==> src/hw/rtl/imh_pkg.sv <==
// Shared types, codes and constants for the indexed min-heap block.
package imh_pkg;

    localparam int TILE_W       = 12;
    localparam int TILE_IDS     = 4096;
    localparam int KEY_W        = 24;
    localparam int COORD_W      = 6;
    localparam int DIM_W        = 7;
    localparam int CAPACITY_DEF = 4096;
    localparam int REG_WIDTH    = 0;
    localparam int REG_HEIGHT   = 1;

    typedef enum logic [1:0] {
        OP_PUSH = 2'd0,
        OP_POP  = 2'd1,
        OP_SET  = 2'd2,
        OP_LOOK = 2'd3
    } t_op;

    typedef enum logic [1:0] {
        ST_OK    = 2'd0,
        ST_EMPTY = 2'd1,
        ST_FULL  = 2'd2,
        ST_RANGE = 2'd3
    } t_status;

    typedef enum logic [4:0] {
        S_CLR, S_IDLE, S_DEC,
        S_UP_RD, S_UP_CMP,
        S_POP_CLR, S_POP_LAST,
        S_DN_RDL, S_DN_RDR, S_DN_CMP,
        S_MAP_CHK, S_HEAP_CHK,
        S_TOP_RD, S_TOP
    } t_state;

    typedef enum logic [1:0] {
        D_IDLE, D_RUN, D_HOLD
    } t_dstate;

    typedef struct packed {
        t_status            status;
        logic               found;
        logic [KEY_W-1:0]   found_key;
        logic               top_valid;
        logic [TILE_W-1:0]  top_tile;
        logic [KEY_W-1:0]   top_key;
    } t_result;

endpackage

==> src/hw/rtl/imh_div.sv <==
// Restoring divider, one quotient bit per cycle: tile id into column and row.
module imh_div (
    input  logic                        i_clk,
    input  logic                        i_rst_n,
    input  logic                        i_start,
    input  logic                        i_take,
    input  logic [imh_pkg::TILE_W-1:0]  i_num,
    input  logic [imh_pkg::DIM_W-1:0]   i_den,
    output logic                        o_idle,
    output logic                        o_done,
    output logic [imh_pkg::TILE_W-1:0]  o_quot,
    output logic [imh_pkg::DIM_W-1:0]   o_rem
);
    import imh_pkg::*;

    localparam int CNT_W = $clog2(TILE_W + 1);

    t_dstate            r_state, n_state;
    logic [TILE_W-1:0]  r_q, n_q;
    logic [DIM_W-1:0]   r_rem, n_rem;
    logic [DIM_W-1:0]   r_den, n_den;
    logic [CNT_W-1:0]   r_cnt, n_cnt;
    logic [DIM_W:0]     w_trial;

    always_ff @(posedge i_clk) begin
        if (!i_rst_n) begin
            r_state <= D_IDLE;
        end else begin
            r_state <= n_state;
        end
    end

    always_ff @(posedge i_clk) begin
        r_q   <= n_q;
        r_rem <= n_rem;
        r_den <= n_den;
        r_cnt <= n_cnt;
    end

    always_comb begin
        n_state = r_state;
        n_q     = r_q;
        n_rem   = r_rem;
        n_den   = r_den;
        n_cnt   = r_cnt;
        w_trial = {r_rem, r_q[TILE_W-1]};
        case (r_state)
            D_IDLE: begin
                if (i_start) begin
                    n_q     = i_num;
                    n_rem   = '0;
                    n_den   = i_den;
                    n_cnt   = CNT_W'(TILE_W);
                    n_state = D_RUN;
                end
            end
            D_RUN: begin
                n_q = {r_q[TILE_W-2:0], 1'b0};
                if (w_trial >= {1'b0, r_den}) begin
                    n_rem  = DIM_W'(w_trial - {1'b0, r_den});
                    n_q[0] = 1'b1;
                end else begin
                    n_rem = w_trial[DIM_W-1:0];
                end
                n_cnt = r_cnt - 1'b1;
                if (r_cnt == CNT_W'(1)) begin
                    n_state = D_HOLD;
                end
            end
            D_HOLD: begin
                if (i_take) begin
                    n_state = D_IDLE;
                end
            end
            default: n_state = D_IDLE;
        endcase
    end

    // zero width gives zero coordinates
    assign o_idle = (r_state == D_IDLE);
    assign o_done = (r_state == D_HOLD);
    assign o_quot = (r_den == '0) ? '0 : r_q;
    assign o_rem  = (r_den == '0) ? '0 : r_rem;

endmodule

==> config.mk <==
export PLATFORM = sky130hd
export DESIGN_NAME = imh_div
export DESIGN_NICKNAME = d
export VERILOG_FILES = /design/src/hw/rtl/imh_pkg.sv /design/src/hw/rtl/imh_div.sv
export SDC_FILE = /design/constraint.sdc
export NUM_CORES = 1
export LEC_CHECK = 0
export ABC_CLOCK_PERIOD_IN_PS = 2200
export BUFFER_PORTS_ARGS = -buffer_cell sky130_fd_sc_hd__buf_2
export CORE_MARGIN = 2
export CORE_UTILIZATION = 45
export CTS_CLUSTER_SIZE = 10
export DETAILED_ROUTE_END_ITERATION = 16
export PLACE_DENSITY = 0.71
export SLEW_MARGIN = 20
export SYNTH_ARGS = -nofsm -noshare
export SYNTH_HDL_FRONTEND = slang
export SYNTH_SLANG_ARGS = --single-unit
export TNS_END_PERCENT = 10
==> constraint.sdc <==
create_clock -name i_clk -period 2.2 [get_ports i_clk]
set_input_delay 0.44 -clock i_clk [delete_from_list [all_inputs] [get_ports i_clk]]
set_output_delay 0.44 -clock i_clk [all_outputs]
set_load 0.01 [all_outputs]
==> out/qor.yml <==
floorplanning:
  die_x_um: 69.1
  die_y_um: 69.1
  rows: 23
  core_area_mm2: 0.00403
  start_util_pct: 47.3
  ios: 44
  die_area_mm2: 0.00477
logic_synthesis:
  postSynthCellCount: 191
  ys.flop_type: "edfxtp_1"
  synth_seq_cells: 32
  yosysUniqueCellTypes: 44
  ys_top_cells_by_area: "edfxtp_1 (47%), nand2_1 (7.1%), and2_1 (5.9%)"
  syn_nets: 224
  syn_area_mm2: 0.00190
  yosysWarnings: 0
  syn_avg_cell_area_um2: 9.97
  yosysTopAreaCellShare_pct: 47.3
  synth_seq_area_share_pct: 49.4
  synth_top_area_cell: "edfxtp_1"
  synthArstFlopShare_pct: 0
  synth-edff-count: 30
layout:
  drive_above_1_share_pct: 29.4
  n_antenna_cell: 0
  most-common-layout-cells: "buf_2 (43), nand2_1 (36), edfxtp_1 (30)"
  area_delta_synth_final_pct: 21.8
  layout_commonest_cell: "buf_2"
  layout.nets: 277
setup_path:
  ff2ff_setup_slack_ns: 0.06
  cp_max_fo: 4
  arrival_ns: 2.27
  required_ns: 2.33
  reg2reg_to: "r_rem[6]"
  crit_path_start_kind: "register"
  reg2reg_depth: 9
  critical_path_class: "register to register"
  end_kind: "register"
  r2r_start: "r_q[11]"
cts:
  clk_pin_slew_worst_paths_ns: 0.07
  cts_sinks: 32
  cts-buffers-inserted: 5
  cts_tree: "done"
  cts_buffer_depth: 2
  cts_root_buf: "clkbuf_8"
  clk_latency_ns: 0.28
  ctsHtreeMaxLevel: 2
  cts_hold_buffers: 0
routing:
  avgViaCountPerCell: 5.10
  wl_per_cell_um: 13.0
  drc: 0
  ant_nets: 0
  drt_iter0_drc: 61
  drt_pass1_iterations: 4
  totalWireLength_um: 3840
  num_vias: 1505
timing:
  setup-violations-final: 0
  relSlewSlack_pct: 68.9
  finalCriticalPeriod_ns: 2.14
  fin_worst_skew_ns: 0.00763
  finalHoldViolCount: 0
  finalCritPeriodShare_pct: 97.4
  setup_slack_ns: 0.0582
  tightestPinTransition_ns: 0.464
  fmax_mhz: 467
  drv_slew: 0
placed_design:
  place_congestion: 1.01
  placement.io_buffers: 43
  hpwl_um: 2760
  dp_slack_ns: 0.0353
grt:
  grt.total_usage_pct: 16.4
  grt-ovfl-total: 0
  grt_pass1_vias: 1369
  grt_max_degree: 24
  antenna_found_initial: 0
  grt_pass1_wl_um: 6240
power:
  power.total_w: 0.00171
  powerDensity_mw_per_mm2: 735
  peakVddDrop_uv: 510
  leakage_nw: 1.01
min_path:
  whs_endpoint: "r_den[5]"
  min-delay-path-class: "input port to register"
  min_from: "i_den[5]"
  worstHoldPathCells: 1
job:
  drv_cap: 0
run_status:
  run_status: "finished, final reports clean"
-- logic make-up (layout without fill, tap and decap cells) --
group	Yosys count	in the layout	share of synthesized area, %
xor+xnor	4	4	1.84
mux	3	3	1.64
simple gates	97	97	25.8
compound gates	26	26	10.1
buf+inv	19	73	4.27
flops	32	32	49.4
fa+ha+maj	10	10	6.96
-- Yosys cell counts (3+ instances only) --
cell type and count:
o21ai_1 3, nor3_1 5, inv_1 12, nor2_1 12, nand2_1 36, a21oi_1 9
clkbuf_1 3, nand3_1 8, ha_1 9, xnor2_1 3, nor2b_1 5, edfxtp_1 30
and2_1 18
-- what timing repair did --
item                       CTS  global route
setup endpoints to repair    0            24
hold endpoints to repair     0             0
setup buffers                0             6
gates resized for setup      0             4
-- state kept, by name, summed over array words and instances (netlist names) --
register  flops
r_q          12
r_den         7
r_rem         7
r_cnt         4
r_state       2
-- critical path, cell delays in order (launching register included) --
cell and delay, ns:
edfxtp_1 0.37, inv_1 0.08, ha_2 0.20, fa_2 0.34
nand2b_2 0.21, a21oi_4 0.23, buf_4 0.15, mux2i_1 0.17
o22ai_1 0.11, a21oi_1 0.15
-- metrics by stage --
stage / cells / setup TNS (ns) / util (%) / cell area [um^2] / hold WS, ns
finish: 295 / 0 / 57.6 / 2320 / 0.335
global placement: 281 / 0 / 53.9 / 2170 / 0.510
detailed placement: 281 / 0 / 53.9 / 2170 / 0.516
CTS: 289 / 0 / 56.0 / 2260 / 0.328
global route: 295 / -0.0208 / 57.6 / 2320 / 0.322
floorplan: 191 / 0 / - / 1900 / 0.490
-- worst max-delay path by stage --
stage,endpoint,depth (start not counted),from,slack [ns]
final,r_rem[6],9,r_q[11],0.06
after global routing,r_rem[6],9,r_q[11],-0.02
after CTS,o_quot[0],5,r_den[1],0.009
after detailed placement,r_rem[6],7,r_den[0],0.04
after global placement,r_rem[6],8,r_q[11],0.11
after floorplan,r_rem[1],7,r_den[0],0.19
-- metal layers --
metal | track usage [%] | share of wire [%] | vias to the layer above
li1 | - | - | 776
met1 | 21.9 | 46 | 675
met2 | 25.2 | 46 | 49
met3 | 4.68 | 6.6 | 5
met4 | 6.75 | 1.7 | 0
met5 | 0 | 0 | -
-- cell type report --
type / instances / area (um^2)
Timing Repair Buffer: 52 / 283
Multi-Input combinational cell: 140 / 901
Clock buffer: 6 / 72.6
Sequential cell: 32 / 941
Fill cell: 358 / 1710
Inverter: 13 / 48.8
Tap cell: 50 / 62.6
Clock inverter: 2 / 11.3
-- power by group --
| group | switching, W | internal, W |
|---|---|---|
| sequential | 0.0000420 | 0.000745 |
| clock | 0.000211 | 0.000219 |
| combinational | 0.000271 | 0.000217 |
No activity file was read; power rests on OpenSTA's default activity.
